### config.mk
export PLATFORM = sky130hd
export DESIGN_NAME = smce_mul
export DESIGN_NICKNAME = d
export VERILOG_FILES = /design/src/assert_macros.svh /design/src/smce_mul.sv
export SDC_FILE = /design/constraint.sdc
export NUM_CORES = 2
export LEC_CHECK = 0
export ABC_AREA = 0
export BUFFER_PORTS_ARGS = -buffer_cell sky130_fd_sc_hd__buf_2
export CAP_MARGIN = 20
export CORE_MARGIN = 2
export CORE_UTILIZATION = 45
export CTS_CLUSTER_SIZE = 14
export DETAILED_ROUTE_END_ITERATION = 10
export GPL_TIMING_DRIVEN = 0
export PLACE_DENSITY = 0.67
export SLEW_MARGIN = 10
export SYNTH_ARGS = -nofsm -noshare
export SYNTH_HDL_FRONTEND = slang
export SYNTH_SLANG_ARGS = --single-unit
### constraint.sdc
create_clock -name clk -period 11.1 [get_ports clk]
set_input_delay 2.22 -clock clk [delete_from_list [all_inputs] [get_ports clk]]
set_output_delay 2.22 -clock clk [all_outputs]
set_load 0.05 [all_outputs]
### src/assert_macros.svh
// Assertion helpers shared by the RTL
`ifndef ASSERT_MACROS_SVH
`define ASSERT_MACROS_SVH

// Implication checked on every rising clock edge outside reset
`define ASSERT_IMPL(label, clk, rst_n, ante, cons) \
    label: assert property (@(posedge clk) disable iff (!rst_n) (ante) |-> (cons)) \
        else $error("assertion failed");

// Next-cycle implication outside reset
`define ASSERT_NEXT(label, clk, rst_n, ante, cons) \
    label: assert property (@(posedge clk) disable iff (!rst_n) (ante) |=> (cons)) \
        else $error("assertion failed");

`endif

### src/smce_mul.sv
// Shared 32x32 unsigned multiplier, registered product
module smce_mul (
    input  logic        clk,
    input  logic [31:0] a,
    input  logic [31:0] b,
    output logic [63:0] p
);
    logic [63:0] p_reg;

    always_ff @(posedge clk)
    begin
        p_reg <= 64'(a) * 64'(b);
    end

    assign p = p_reg;
endmodule

==> impl_metrics.toml <==
[outcome]
run_status = "finished clean"

[timing]
whs_ns = 2.178
setup_slack_ns = 0.4835
fmax_ghz = 0.09419
period_minus_slack_ns = 10.62
fin_crit_sh = 0.9564
fin_setup_tns_ns = 0
finalHoldViolCount = 0
slew_headroom = 0.1312
final_max_slew_viol_count = 0
rsz0062_at_grt = "false"
worst_pin_slew_ns = 1.303
setup_viol = 0

[final_layout]
synthToLayoutAreaGrowth_pct = 6.545
final_nets = 5111
mostFrequentLayoutCells = "fa_1 (896), inv_1 (865), and2_1 (602)"
multiInputGateArea_sq_um = 29310
seq_area_sq_um = 1281
final_layout_size_suffix_gt1_frac = 0.04265
mostFrequentLayoutCell = "fa_1"
fillCellCount = 7408
finalNonFillerCells = 4929
largest_reg_flops = 64

[cts]
cts_made_buffers = 9
cts_setup_buffers = 0
path_clk_slew_ns = 0.06
cts-root-buf = "clkbuf_16"
h-tree-depth = 3
cts_buffer_depth = 2
cts_resized = 0
clock-sinks = 64
cts_hold_buffers = 0
cts_tree = "built"

[global_route]
grt_use_met3 = 0.07723
top_usage_layer = "met2"
antenna_found_initial = 8
met2_usage = 0.4880
grt_first_pass_wirelength_mm = 181.6
grt_overflow = 0
grt_util_met1 = 0.4063
grt_pass1_vias = 28260
globalRouteTotalUtil = 0.3228
grt_max_degree = 12

[logic_synthesis]
synth_warnings = 0
synth_cells = 3748
async_flop_share = 0
seq_area_frac_synth = 0.03695
synth_fp_nets = 4972
synth_cell_type_count = 57
syn_avg_cell_area_sq_um = 9.252
syn-cell-area_sq_um = 34680
synth_edf_count = 0
ys_seq_elements = 64
ys_dominant_reg_cell = "dfxtp_1"

[setup_path]
critPathMaxFanout = 10
cp_slowest_cell = "clkbuf_1"
cp-start-kind = "input port"
slowest_delay_ns = 0.90
cp_data_arrival_time_ns = 10.89
crit_family = "adder cells"
crit_required_ns = 11.38
crit_buf_inv = 6
crit_top_cell = "fa_1"
critical_path_class = "input port to flip-flop"
worst_setup_path_end_kind = "flip-flop"
crit_chain = "buf_2, clkbuf_1, nand2_1, fa_1, fa_1, inv_1, fa_1, fa_1, fa_1, fa_1, fa_1, inv_1, fa_1, inv_1, ha_1, buf_2, nand4_1, or4_1, or3_1, a31oi_1, a31o_2, a211oi_1, o21ai_1, xor2_1"

[placed_design]
place.gp.congestion = 1.044
post-place-ws_ns = 0.4094
dp_hpwl_mm = 105.1
dp_cells = 4906
port_buffers = 128

[detailed_routing]
wl_per_cell_um = 25.31
first_pass_iters = 5
ant_nets = 0
via_per_inst = 5.542
first_iter_violations = 2593
routed_wirelength_mm = 124.8
vias = 27320
drc = 0

[die]
die_x_um = 281.6
core_area_sq_um = 76080
fp-row-count = 101
start_util = 0.4558
die_y_um = 281.6
pin_count = 129
dieArea_sq_um = 79290

[min_path]
hold_depth = 2
hp-start = "b[0]"
holdPathEnd = "p[0]"
hold_path_class = "input port to flip-flop"

[job]
maxCapViolations = 0
## cell usage after synthesis, drive strengths merged, types with 3 or more instances
| master | number | share of area |
|---|---|---|
| and2 | 602 | 0.11 |
| o21bai | 11 | 0.0025 |
| o21ai | 26 | 0.0038 |
| xor2 | 25 | 0.0063 |
| a221o | 4 | 0.0012 |
| a211oi | 3 | 0.00065 |
| dfxtp | 64 | 0.037 |
| nor2 | 20 | 0.0022 |
| nand2 | 480 | 0.052 |
| inv | 865 | 0.094 |
| a31oi | 12 | 0.0022 |
| nand3 | 10 | 0.0014 |
| o31ai | 5 | 0.0023 |
| nor3 | 7 | 0.0010 |
| and4 | 3 | 0.00076 |
| xnor2 | 35 | 0.0088 |
| and3 | 14 | 0.0025 |
| buf | 7 | 0.00097 |
| ha | 263 | 0.095 |
| a21boi | 3 | 0.00065 |
| a21o | 40 | 0.0087 |
| a21oi | 66 | 0.0099 |
| or2 | 3 | 0.00054 |
| or4 | 3 | 0.00065 |
| a221oi | 4 | 0.0025 |
| o21a | 9 | 0.0019 |
| clkbuf | 213 | 0.023 |
| fa | 896 | 0.52 |
| o221ai | 3 | 0.00076 |
| nand4 | 23 | 0.0041 |
| or3 | 3 | 0.00054 |
## worst max-delay path by stage
stage	from	slack, ns	depth (start not counted)	endpoint
6_report	a[18]	0.48	24	p[62]
3_5_place_dp	a[18]	0.41	24	p[62]
3_3_place_gp	a[19]	0.48	26	p[62]
2_1_floorplan	a[25]	2.13	25	p[62]
5_1_grt	a[14]	0.41	24	p[62]
4_1_cts	a[18]	0.78	24	p[62]
## stage by stage
stage / area, sq um / utilization
6_report: 36950 / 0.4856
4_1_cts: 36930 / 0.4854
2_1_floorplan: 34680 / -
3_3_place_gp: 36610 / 0.4812
3_5_place_dp: 36610 / 0.4812
5_1_grt: 36930 / 0.4854
## final cells by class
type	instances	share of cell area
Timing Repair Buffer	128	0.01734
Inverter	865	0.08788
Tap cell	1030	0.03488
Antenna cell	7	0.0004741
Multi-Input combinational cell	2599	0.7935
Sequential cell	64	0.03468
Clock inverter	5	0.002167
Clock buffer	11	0.006570
Buffer	220	0.02255
## metal layers
layer  vias to the layer above  routed length (um)
met2                      1762               54660
li1                      11140                   -
met4                         0               11280
met1                     13970               44660
met5                         -                   0
met3                       441               14150
## cell families after synthesis
| logic type | after synthesis | synth area share |
|---|---|---|
| AO/OA/AOI/OAI | 202 | 0.04153 |
| XOR/XNOR | 60 | 0.01515 |
| adder cells (fa/ha/maj) | 1159 | 0.6122 |
| buffers and inverters | 1085 | 0.1177 |
| flip-flops | 64 | 0.03695 |
| multiplexers | 1 | 0.0002887 |
| AND/OR/NAND/NOR | 1177 | 0.1762 |
Power is not shown: default switching activity piles up to over one toggle a cycle in this logic, so the estimate is an artifact.
