$ cat config.mk
export PLATFORM = sky130hd
export DESIGN_NAME = smce_div
export DESIGN_NICKNAME = d
export VERILOG_FILES = /design/src/assert_macros.svh /design/src/smce_pkg.sv /design/src/smce_div.sv
export SDC_FILE = /design/constraint.sdc
export NUM_CORES = 1
export LEC_CHECK = 0
export BUFFER_PORTS_ARGS = -buffer_cell sky130_fd_sc_hd__buf_4
export CORE_MARGIN = 3
export CORE_UTILIZATION = 50
export DETAILED_ROUTE_END_ITERATION = 8
export PLACE_DENSITY = 0.71
export SKIP_CTS_REPAIR_TIMING = 1
export SYNTH_ARGS = -nofsm -noshare
export SYNTH_HDL_FRONTEND = slang
export SYNTH_SLANG_ARGS = --single-unit
$ cat constraint.sdc
create_clock -name clk -period 3.8 [get_ports clk]
set_input_delay 0.57 -clock clk [delete_from_list [all_inputs] [get_ports clk]]
set_output_delay 0.57 -clock clk [all_outputs]
set_load 0.01 [all_outputs]
$ cat src/assert_macros.svh
// Assertion helpers shared by the RTL
`ifndef ASSERT_MACROS_SVH
`define ASSERT_MACROS_SVH

// Implication checked on every rising clock edge outside reset
`define ASSERT_IMPL(label, clk, rst_n, ante, cons) \
    label: assert property (@(posedge clk) disable iff (!rst_n) (ante) |-> (cons)) \
        else $error("assertion failed");

// Next-cycle implication outside reset
`define ASSERT_NEXT(label, clk, rst_n, ante, cons) \
    label: assert property (@(posedge clk) disable iff (!rst_n) (ante) |=> (cons)) \
        else $error("assertion failed");

`endif

$ cat src/smce_pkg.sv
package smce_pkg;

    localparam int MAX_CLASSES = 64;
    localparam int IDX_W = $clog2(MAX_CLASSES);
    localparam int CNT_W = $clog2(MAX_CLASSES + 1);

    localparam logic [16:0] LOG2E_Q16 = 17'd94548;
    localparam logic [15:0] LN2_Q16   = 16'd45426;
    localparam logic [23:0] LOSS_SAT  = 24'hFFFFFF;

    // 2^-(2^-(i+1)) in Q0.16
    function automatic logic [15:0] pow_entry(input logic [3:0] i);
        logic [15:0] r;
        begin
            case (i)
                4'd0:    r = 16'd46341;
                4'd1:    r = 16'd55109;
                4'd2:    r = 16'd60097;
                4'd3:    r = 16'd62757;
                4'd4:    r = 16'd64132;
                4'd5:    r = 16'd64830;
                4'd6:    r = 16'd65182;
                4'd7:    r = 16'd65359;
                4'd8:    r = 16'd65447;
                4'd9:    r = 16'd65492;
                4'd10:   r = 16'd65514;
                4'd11:   r = 16'd65525;
                4'd12:   r = 16'd65530;
                4'd13:   r = 16'd65533;
                default: r = 16'd65535;
            endcase
            return r;
        end
    endfunction

endpackage

$ cat src/smce_div.sv
// Restoring divider: quotient of a 48-bit dividend by a 37-bit divisor, one bit a cycle
module smce_div (
    input  logic        clk,
    input  logic        rst_n,
    input  logic        go,
    input  logic [47:0] dividend,
    input  logic [36:0] divisor,
    output logic        done,
    output logic [16:0] quotient
);
    import smce_pkg::*;

    logic [37:0] rem_reg, rem_next;
    logic [47:0] dvd_reg, dvd_next;
    logic [36:0] dsr_reg;
    logic [16:0] q_reg, q_next;
    logic [5:0]  cnt_reg, cnt_next;
    logic        run_reg, run_next, done_reg, done_next;
    logic [38:0] trial;
    logic [37:0] shifted;

    always_comb
    begin
        shifted   = {rem_reg[36:0], dvd_reg[47]};
        trial     = {1'b0, shifted} - {2'b0, dsr_reg};
        rem_next  = rem_reg;
        dvd_next  = dvd_reg;
        q_next    = q_reg;
        cnt_next  = cnt_reg;
        run_next  = run_reg;
        done_next = 1'b0;
        if (go)
        begin
            rem_next = '0;
            dvd_next = dividend;
            q_next   = '0;
            cnt_next = 6'd48;
            run_next = 1'b1;
        end
        else if (run_reg)
        begin
            dvd_next = {dvd_reg[46:0], 1'b0};
            if (!trial[38])
            begin
                rem_next = trial[37:0];
                q_next   = {q_reg[15:0], 1'b1};
            end
            else
            begin
                rem_next = shifted;
                q_next   = {q_reg[15:0], 1'b0};
            end
            cnt_next = cnt_reg - 6'd1;
            if (cnt_reg == 6'd1)
            begin
                run_next  = 1'b0;
                done_next = 1'b1;
            end
        end
    end

    always_ff @(posedge clk or negedge rst_n)
    begin
        if (!rst_n)
        begin
            run_reg  <= 1'b0;
            done_reg <= 1'b0;
            cnt_reg  <= '0;
        end
        else
        begin
            run_reg  <= run_next;
            done_reg <= done_next;
            cnt_reg  <= cnt_next;
        end
    end

    always_ff @(posedge clk)
    begin
        rem_reg <= rem_next;
        dvd_reg <= dvd_next;
        q_reg   <= q_next;
        dsr_reg <= go ? divisor : dsr_reg;
    end

    assign done     = done_reg;
    assign quotient = q_reg;
endmodule

==> results of run 1 <==
-- cells by family (layout without fill, tap and decap cells) --
| group | count (synthesis) | after routing | synth area share |
|---|---|---|---|
| AOI/OAI and AO/OA | 167 | 167 | 0.149 |
| muxes | 75 | 75 | 0.103 |
| buffers and inverters | 85 | 193 | 0.0440 |
| and+or+nand+nor | 207 | 207 | 0.118 |
| adders and majority gates | 40 | 40 | 0.0644 |
| xor gates and xnor gates | 32 | 32 | 0.0356 |
| DFF | 147 | 147 | 0.486 |
-- routing by layer --
| layer | share of wire | up-vias | global-route usage |
|---|---|---|---|
| li1 | - | 2922 | - |
| met1 | 0.44 | 2855 | 0.239 |
| met2 | 0.49 | 153 | 0.324 |
| met3 | 0.064 | 12 | 0.0662 |
| met4 | 0.0095 | 0 | 0.0543 |
| met5 | 0 | - | 0 |
-- layout make-up --
cell class	instances	area (sq um)	area share
clock inverter	10	76.3	0.00815
tap	211	264	0.0282
multi-input combinational	521	3700	0.395
inverter	49	184	0.0196
timing repair buffer	112	843	0.0900
sequential	147	3830	0.409
clock buffer	22	464	0.0495
-- cell usage in the layout (no fill, tap or decap), types with 3 or more instances in the layout --
| cell type | instances |
|---|---|
| nor2b_1 | 4 |
| nor3_1 | 12 |
| xnor2_1 | 19 |
| clkinv_4 | 3 |
| nand2b_1 | 3 |
| a211oi_1 | 10 |
| dfxtp_1 | 54 |
| mux2i_1 | 28 |
| o21bai_1 | 8 |
| nand2_1 | 72 |
| dfrtp_1 | 7 |
| clkinvlp_4 | 3 |
| ha_1 | 39 |
| and3_1 | 4 |
| o21ai_1 | 3 |
| clkbuf_1 | 3 |
| nand3_1 | 7 |
| o311ai_0 | 3 |
| inv_1 | 48 |
| buf_4 | 111 |
| xor2_1 | 13 |
| a31oi_1 | 5 |
| o31ai_1 | 3 |
| o21ai_0 | 26 |
| or3_1 | 3 |
| a21boi_0 | 3 |
| edfxtp_1 | 85 |
| clkbuf_16 | 17 |
| a311oi_1 | 18 |
| nor2_1 | 76 |
| o21a_1 | 8 |
| nand4_1 | 8 |
| a31o_2 | 3 |
| a21oi_1 | 38 |
| mux2_2 | 47 |
| a21o_1 | 20 |
-- power groups by stage --
| stage | clock, W | sequential [W] | combinational [W] |
|---|---|---|---|
| 2_1_floorplan | 0 | 0.00212 | 0.00179 |
| 3_3_place_gp | 0 | 0.00216 | 0.00216 |
| 3_5_place_dp | 0 | 0.00216 | 0.00223 |
| 4_1_cts | 0.00156 | 0.00214 | 0.00224 |
| 5_1_grt | 0.00163 | 0.00217 | 0.00250 |
| 6_report | 0.00152 | 0.00214 | 0.00226 |
-- final timing paths --
kind / from / end / cells past startpoint
min reg2reg: rem_reg[35] / rem_reg[35] / 2
min: divisor[7] / dsr_reg[7] / 1
min in group asynchronous: rst_n / cnt_reg[2] / 2
max in group asynchronous: rst_n / run_reg / 2
max reg2reg: dvd_reg[47] / rem_reg[25] / 14
max: dvd_reg[47] / rem_reg[25] / 14
-- per-stage QoR --
step                      worst slack, ps  utilization  total power (W)  std cells  hold WS [ps]
after global placement                487        0.576          0.00431       1039           392
after global routing                 72.9        0.612          0.00631       1072           301
final                                 324        0.612          0.00592       1072           323
after CTS                             335        0.611          0.00594       1071         -58.2
after floorplan                       873            -          0.00391        753           274
after detailed placement              351        0.576          0.00439       1039           395
==> results.toml, run 1 <==
[floorplanning]
core.rowCount = 45
die_area_sq_um = 17300
io-pin-count = 106
fp.dieH_um = 132
die_w_um = 132
initial_core_util = 0.515
core_area_sq_um = 15300

[clocking]
cts_max_level = 4
clockRootBuffer = "clkbuf_16"
clock_latency_ps = 420
clk_pin_slew_ps = 60
cts_buffers = 17
cts.path.max_buffers = 2
cts.sinks = 147
tritoncts = "done"

[pwr]
peakVddDrop_uv = 385
seqPwrFrac = 0.361
cellPowerDensity_nw_per_um2 = 632
p_comb_frac = 0.382
pwr-share-clk = 0.257
p_sw_w = 0.00211
p_leak_nw = 4.12
p_int_w = 0.00381
p_sw_frac = 0.357

[setup_path]
path_class = "reg2reg"
path_buf_inv = 3
r2r_slack_ps = 320
cp-end-kind = "flop"
critical_path.max_fanout = 24
startpoint_type = "flop"
cp_common_cell = "inv_1"
critical_path_required_ps = 4070
arrival_ps = 3740
critical-path-max-stage-delay_ps = 400
path_delay_family = "compound AO/OA/AOI/OAI gates"
cp_cell_sequence = "inv_1 -> ha_1 -> inv_1 -> fa_1 -> a21o_1 -> a21oi_1 -> o211a_1 -> o21bai_4 -> o2bb2ai_2 -> o211ai_4 -> nand2_2 -> buf_4 -> mux2i_1 -> o21ai_0"
cp_slowest_cell = "fa_1"

[cells_and_area]
nNetsFinal = 976
n_fill_cell = 1321
design_area_sq_um = 9370
layout-drive-gt1-share = 0.235
largest_reg_flops = 48
antennaDiodeCount = 0
area_growth_pct = 18.9

[synthesis]
ys_types = 67
yosysMostFrequentCell = "edfxtp_1"
synth.net_count = 881
yosys_register_bits = 147
yosysTopAreaCellShare = 0.324
yosys_warnings = 0
synth_cells = 753
synth-edff-count = 85
syn_area_sq_um = 7880
netlist_top_cells_area = "edfxtp_1 32%, dfxtp_1 14%, mux2_2 6.7%, ha_1 6.2%, nor2_1 3.6%"
synth_commonest_cells = "85 x edfxtp_1, 76 x nor2_1, 72 x nand2_1"
avgSynthCellArea_sq_um = 10.5
synth_flop_cell = "edfxtp_1"
yosysSeqAreaShare = 0.486
yosysTopAreaCell = "edfxtp_1"
async_flop_share = 0.0544

[placement]
portBuffers = 105
place_area_sq_um = 8820
routabilityCongestion = 0.909
hpwl_mm = 11.7

[timing]
fin_skew_ps = 11.8
worst_slew_pin_slew_ps = 920
slew_headroom = 0.383
fin_tns_setup_ps = 0
max_freq_ghz = 0.288
finalCritPeriodShare = 0.915
fin_crit_ps = 3480
setup_viol = 0
rsz0062_at_grt = "no"
hold_viol = 0
slew_viol_final = 0

[global_routing]
grt_pass1_vias = 5862
grt_antenna_before_repair = 0
grt_start_max_net_pins = 82
grt_overflow_total = 0
grt_pass1_wl_mm = 27.9
grt.total_usage = 0.194

[outcome]
run_status = "complete, no violations"

[detailed_routing]
routed_wl_mm = 16.6
drtPass1Iterations = 5
drtIter0Drc = 353
via_per_inst = 5.54
wl_per_cell_um = 15.5
vias = 5942
drc = 0
ant_nets = 0

[flow_run]
max_cap_violations = 0

[min_path]
hp-class = "in2reg"
Note: power is estimated with default switching activity, not from simulation.
==> inputs of run 2 (changes only) <==
- REMOVE_ABC_BUFFERS: default -> 1
==> run 2 against run 1 <==
  * Via count fell by 1.6%
  * Clock power rose by 9.9%
  * Clock skew rose by 6.9 ps
  * Highest routed layer unchanged
  * Power rose by 2.7%
  * Sequential power barely moved
  * Utilization rose by 0.47 points
  * Non-clock buffer count rose by 1
  * Register-to-register slack improved by 120 ps
  * Wire length rose by 0.32%
==> results.toml, run 2 (synthesis gave the netlist of run 1 again) <==
[outcome]
run_status = "complete, no violations"

[setup_path]
cp-end-kind = "flop"
arrival_ps = 3700
path_delay_family = "compound AO/OA/AOI/OAI gates"
r2r_slack_ps = 450
cp_common_cell = "inv_1"
path_buf_inv = 3
critical_path.max_fanout = 16
path_class = "reg2reg"
cp_cell_sequence = "inv_1 -> ha_1 -> inv_1 -> fa_1 -> a21o_1 -> a21oi_1 -> o211a_1 -> o21bai_4 -> o2bb2ai_2 -> o211ai_4 -> nand2_2 -> buf_4 -> mux2i_1 -> a211oi_1"
critical_path_required_ps = 4150
critical-path-max-stage-delay_ps = 410
cp_slowest_cell = "fa_1"
startpoint_type = "flop"

[clocking]
cts.sinks = 147
cts_max_level = 4
tritoncts = "done"
cts_buffers = 17
clock_latency_ps = 430
clockRootBuffer = "clkbuf_16"
cts.path.max_buffers = 2
clk_pin_slew_ps = 70

[cells_and_area]
nNetsFinal = 977
fin_cells = 1073
area_growth_pct = 19.8
n_fill_cell = 1277
largest_reg_flops = 48
fin_util = 0.616
most-common-layout-cells = "111 x buf_4, 85 x edfxtp_1, 76 x nor2_1"
final_common_cell = "buf_4"
layout-drive-gt1-share = 0.238
multi_input_area_sq_um = 3700
seq_area_sq_um = 3830
antennaDiodeCount = 0

[placement]
hpwl_mm = 11.6
routabilityCongestion = 0.888
portBuffers = 105
post-place-ws_ps = 491
dp.cells = 1040

[floorplanning]
fp.dieH_um = 132
core.rowCount = 45
core_area_sq_um = 15300
initial_core_util = 0.515
io-pin-count = 106
die_w_um = 132
die_area_sq_um = 17300

[timing]
setup_ws_ps = 447
fin_tns_setup_ps = 0
worst_slew_pin_slew_ps = 716
slew_viol_final = 0
finalCritPeriodShare = 0.882
fin_crit_ps = 3350
hold_viol = 0
slew_headroom = 0.520
rsz0062_at_grt = "no"
fin_skew_ps = 18.6
setup_viol = 0
max_freq_ghz = 0.298

[global_routing]
grt_pass1_wl_mm = 27.4
grt_overflow_total = 0
grt.total_usage = 0.191
grt_start_max_net_pins = 83
grt_antenna_before_repair = 0
grt_pass1_vias = 5823

[detailed_routing]
vias = 5849
routed_wl_mm = 16.6
drc = 0
ant_nets = 0
wl_per_cell_um = 15.5
via_per_inst = 5.45
drtPass1Iterations = 5
drtIter0Drc = 419

[pwr]
cellPowerDensity_nw_per_um2 = 644
p_leak_nw = 4.16
peakVddDrop_uv = 388

[min_path]
hp-class = "in2reg"

[flow_run]
max_cap_violations = 0
## run 2: cell types whose count changed in the layout (fill, tap and decap cells not counted)
cell,change
clkinv_8,+2
buf_12,+1
clkinv_1,+1
clkbuf_8,-2
clkinv_2,-2
inv_8,+3
bufinv_16,+1
clkinv_4,-2
inv_6,+2
clkbuf_1,-3
## run 2: per-layer routing
metal / GRT usage / vias to the layer above / routed length [um]
met2: 0.312 / 149 / 7900
met3: 0.0704 / 20 / 1140
li1: - / 2919 / -
met4: 0.0636 / 0 / 230
met5: 0 / - / 0
met1: 0.235 / 2761 / 7370
## run 2: metrics by stage
step | total power, W | area, sq um | hold WS [ps]
floorplan | 0.00382 | 7720 | 274
global placement | 0.00435 | 8840 | 391
detailed placement | 0.00441 | 8840 | 392
global route | 0.00647 | 9440 | 291
finish | 0.00608 | 9440 | 306
CTS | 0.00610 | 9430 | -73.8
## run 2: path summary, 6_finish.rpt
path | from | cells after the start | endpoint
worst max register to register | dvd_reg[47] | 14 | rem_reg[16]
worst max-delay path | dvd_reg[47] | 14 | rem_reg[16]
worst min-delay path | divisor[8] | 1 | dsr_reg[8]
min in group asynchronous | rst_n | 2 | cnt_reg[2]
worst min register to register | rem_reg[35] | 2 | rem_reg[35]
max in group asynchronous | rst_n | 2 | run_reg
## run 2: final cells by class
class	instances	share of cell area
clock buffer	17	0.0451
clock inverter	15	0.0176
inverter	49	0.0195
multi-input combinational	521	0.392
sequential	147	0.406
tap	211	0.0280
timing repair buffer	113	0.0915
## run 2: report_power, final
group | total (W) | internal [W] | switching (W)
Sequential | 0.00214 | 0.00196 | 0.000180
Combinational | 0.00227 | 0.000986 | 0.00128
Clock | 0.00167 | 0.000930 | 0.000743
## run 2: worst reg2reg max path, delay by kind of cell, from the launching register on
| family | cells | cell delay, ps |
|---|---|---|
| AOI/OAI and AO/OA | 7 | 1510 |
| and+or+nand+nor | 1 | 240 |
| adders and majority gates | 2 | 570 |
| muxes | 1 | 140 |
| DFF | 1 | 390 |
| buffers and inverters | 3 | 430 |
==> inputs of run 3 (changes only) <==
- ABC_AREA: default -> 1
- PLACE_DENSITY: 0.71 -> 0.7
==> run 3 against run 2 <==
  * Clock skew fell by 8.8 ps
  * Sequential share of layout area fell by 3.8 points
  * Global-route usage rose by 3.9 points
  * Largest power group is now registers
  * Non-clock buffer count rose by 2
  * Worst hold slack improved by 4.8 ps
  * Largest cell class is now multi-input gates
  * Highest routed layer unchanged
  * Via count rose by 32%
  * Clock power rose by 4%
  * Synthesized cell count rose by 61%
  * Maximum frequency rose by 29%
==> results.toml, run 3 <==
[outcome]
run_status = "complete, no violations"

[synthesis]
async_flop_share = 0.0544
yosys_warnings = 0
synth_commonest_cells = "494 x nand2_1, 195 x inv_1, 85 x edfxtp_1"
synth_compound_area_frac = 0.0413
synthXorXnorAreaFrac = 0.0188
synthSimpleGateAreaFrac = 0.339
yosys_register_bits = 147
synth_top_family_by_area = "simple AND/OR/NAND/NOR gates"
synth_flop_cell = "edfxtp_1"
netlist_top_cells_area = "edfxtp_1 29%, nand2_1 21%, dfxtp_1 12%, inv_1 8.3%, ha_1 5.5%"
yosysTopAreaCell = "edfxtp_1"
yosysTopAreaCellShare = 0.289
ys_types = 38
syn_area_sq_um = 8850
avgSynthCellArea_sq_um = 7.28
synthAdderAreaFrac = 0.0574
synth_cells = 1215
yosysSeqAreaShare = 0.433
synth-edff-count = 85
yosysMostFrequentCell = "nand2_1"
synthMuxAreaShare = 0

[global_routing]
use_met1 = 0.300
grt-busiest-layer = "met2"
use_met2 = 0.385
grt_start_max_net_pins = 76
grt_pass1_vias = 7406
grt.total_usage = 0.230
grt_overflow_total = 0
grt_antenna_before_repair = 0
grt_pass1_wl_mm = 35.9
met3_usage = 0.0603

[setup_path]
cp-end-kind = "flop"
r2r_start = "dvd_reg[47]"
cp_slowest_cell = "fa_1"
cp_common_cell = "nand2_1"
crit_path_end = "rem_reg[27]"
reg2reg_depth = 14
path_class = "reg2reg"
critical_path_required_ps = 4170
arrival_ps = 2980
path_buf_inv = 4
reg2reg_to = "rem_reg[27]"
path_delay_family = "simple AND/OR/NAND/NOR gates"
critical_path.max_fanout = 15
startpoint_type = "flop"
critical-path-max-stage-delay_ps = 450
cp_cell_sequence = "inv_1 -> ha_1 -> inv_1 -> fa_1 -> nand2_1 -> nand3_2 -> nand2_1 -> nand3_2 -> nand2_2 -> buf_4 -> nand4_1 -> nand2_1 -> inv_1 -> nand2_1"
startpoint = "dvd_reg[47]"
cp_num_cells = 14
r2r_slack_ps = 1200

[pwr]
power_w = 0.00394
p_sw_frac = 0.260
seqPwrFrac = 0.460
p_int_w = 0.00292
p_comb_frac = 0.098
p_sw_w = 0.00102
pwr-share-clk = 0.442
p_leak_nw = 5.48
peakVddDrop_uv = 299
cellPowerDensity_nw_per_um2 = 379

[clocking]
cts_buffers = 17
cts.sinks = 147
cts_max_level = 4
clockRootBuffer = "clkbuf_16"
tritoncts = "done"
clk_pin_slew_ps = 70
clock_latency_ps = 430
cts.path.max_buffers = 2

[timing]
whs_ps = 311
fin_skew_ps = 9.82
setup_viol = 0
worst_slew_pin_slew_ps = 872
hold_viol = 0
slew_viol_final = 0
finalCritPeriodShare = 0.685
slew_headroom = 0.419
fin_crit_ps = 2600
rsz0062_at_grt = "no"
setup_ws_ps = 1200
fin_tns_setup_ps = 0
max_freq_ghz = 0.384

[cells_and_area]
fin_util = 0.602
largest_reg_flops = 48
nNetsFinal = 1444
area_growth_pct = 17.7
final_common_cell = "nand2_1"
antennaDiodeCount = 0
most-common-layout-cells = "494 x nand2_1, 195 x inv_1, 114 x buf_4"
layout-drive-gt1-share = 0.138

[flow_run]
max_cap_violations = 0

[detailed_routing]
drtPass1Iterations = 8
routed_wl_mm = 22.2
drc = 0
via_per_inst = 4.98
wl_per_cell_um = 14.3
vias = 7737
drtIter0Drc = 497
ant_nets = 0

[placement]
hpwl_mm = 16.3
portBuffers = 105
routabilityCongestion = 1.01
post-place-ws_ps = 1200

[floorplanning]
initial_core_util = 0.511
core_area_sq_um = 17300
io-pin-count = 106
fp.dieH_um = 139
die_area_sq_um = 19300
core.rowCount = 48
die_w_um = 139

[min_path]
whs_path_depth = 1
hp-class = "in2reg"
-- run 3: changes by cell type after synthesis, sizes merged, moves of 11 or more --
cell	before	now
nand4	8	36
mux2	47	0
a21o	20	1
a311oi	19	0
a21oi	38	27
nand3	7	66
o22ai	0	16
mux2i	28	0
o21ai	30	12
nand3b	2	17
nand2	73	512
inv	49	203
-- run 3: how the worst min path moves through the flow --
stage	start	end	slack [ps]
3_5_place_dp	rst_n	done	400
5_1_grt	divisor[35]	dsr_reg[35]	290
4_1_cts	rst_n	run_reg	-60
3_3_place_gp	rst_n	done	400
6_report	divisor[14]	dsr_reg[14]	310
2_1_floorplan	rst_n	cnt_reg[0]	270
-- run 3: kinds of logic after synthesis --
group | Yosys count
compound gates | 63
xor+xnor | 19
fa+ha+maj | 40
buf+inv | 240
flops | 147
simple gates | 706
-- run 3: layout make-up --
| cell class | count | area [sq um] |
|---|---|---|
| inverters | 207 | 777 |
| clock inverters | 13 | 153 |
| well taps | 225 | 282 |
| fillers | 1646 | 6890 |
| repair buffers | 115 | 866 |
| multi-input cells | 828 | 4050 |
| clock buffers | 19 | 454 |
| flip-flops and latches | 147 | 3830 |
-- run 3: per-layer routing --
layer / wire length, um / part of all wire
met5: 0 / 0
met4: 322 / 0.014
met3: 1460 / 0.066
met2: 10500 / 0.47
met1: 9900 / 0.45
-- run 3: power groups by stage --
| stage | Clock (W) | Combinational, W | Sequential (W) |
|---|---|---|---|
| 2_1_floorplan | 0 | 0.000234 | 0.00184 |
| 3_3_place_gp | 0 | 0.000383 | 0.00184 |
| 3_5_place_dp | 0 | 0.000385 | 0.00185 |
| 4_1_cts | 0.00177 | 0.000388 | 0.00181 |
| 5_1_grt | 0.00185 | 0.000440 | 0.00182 |
| 6_report | 0.00174 | 0.000387 | 0.00181 |
-- run 3: through the flow --
step | cells | area, sq um
floorplan | 1182 | 8650
global placement | 1521 | 9790
detailed placement | 1521 | 9790
CTS | 1553 | 10400
global route | 1554 | 10400
finish | 1554 | 10400
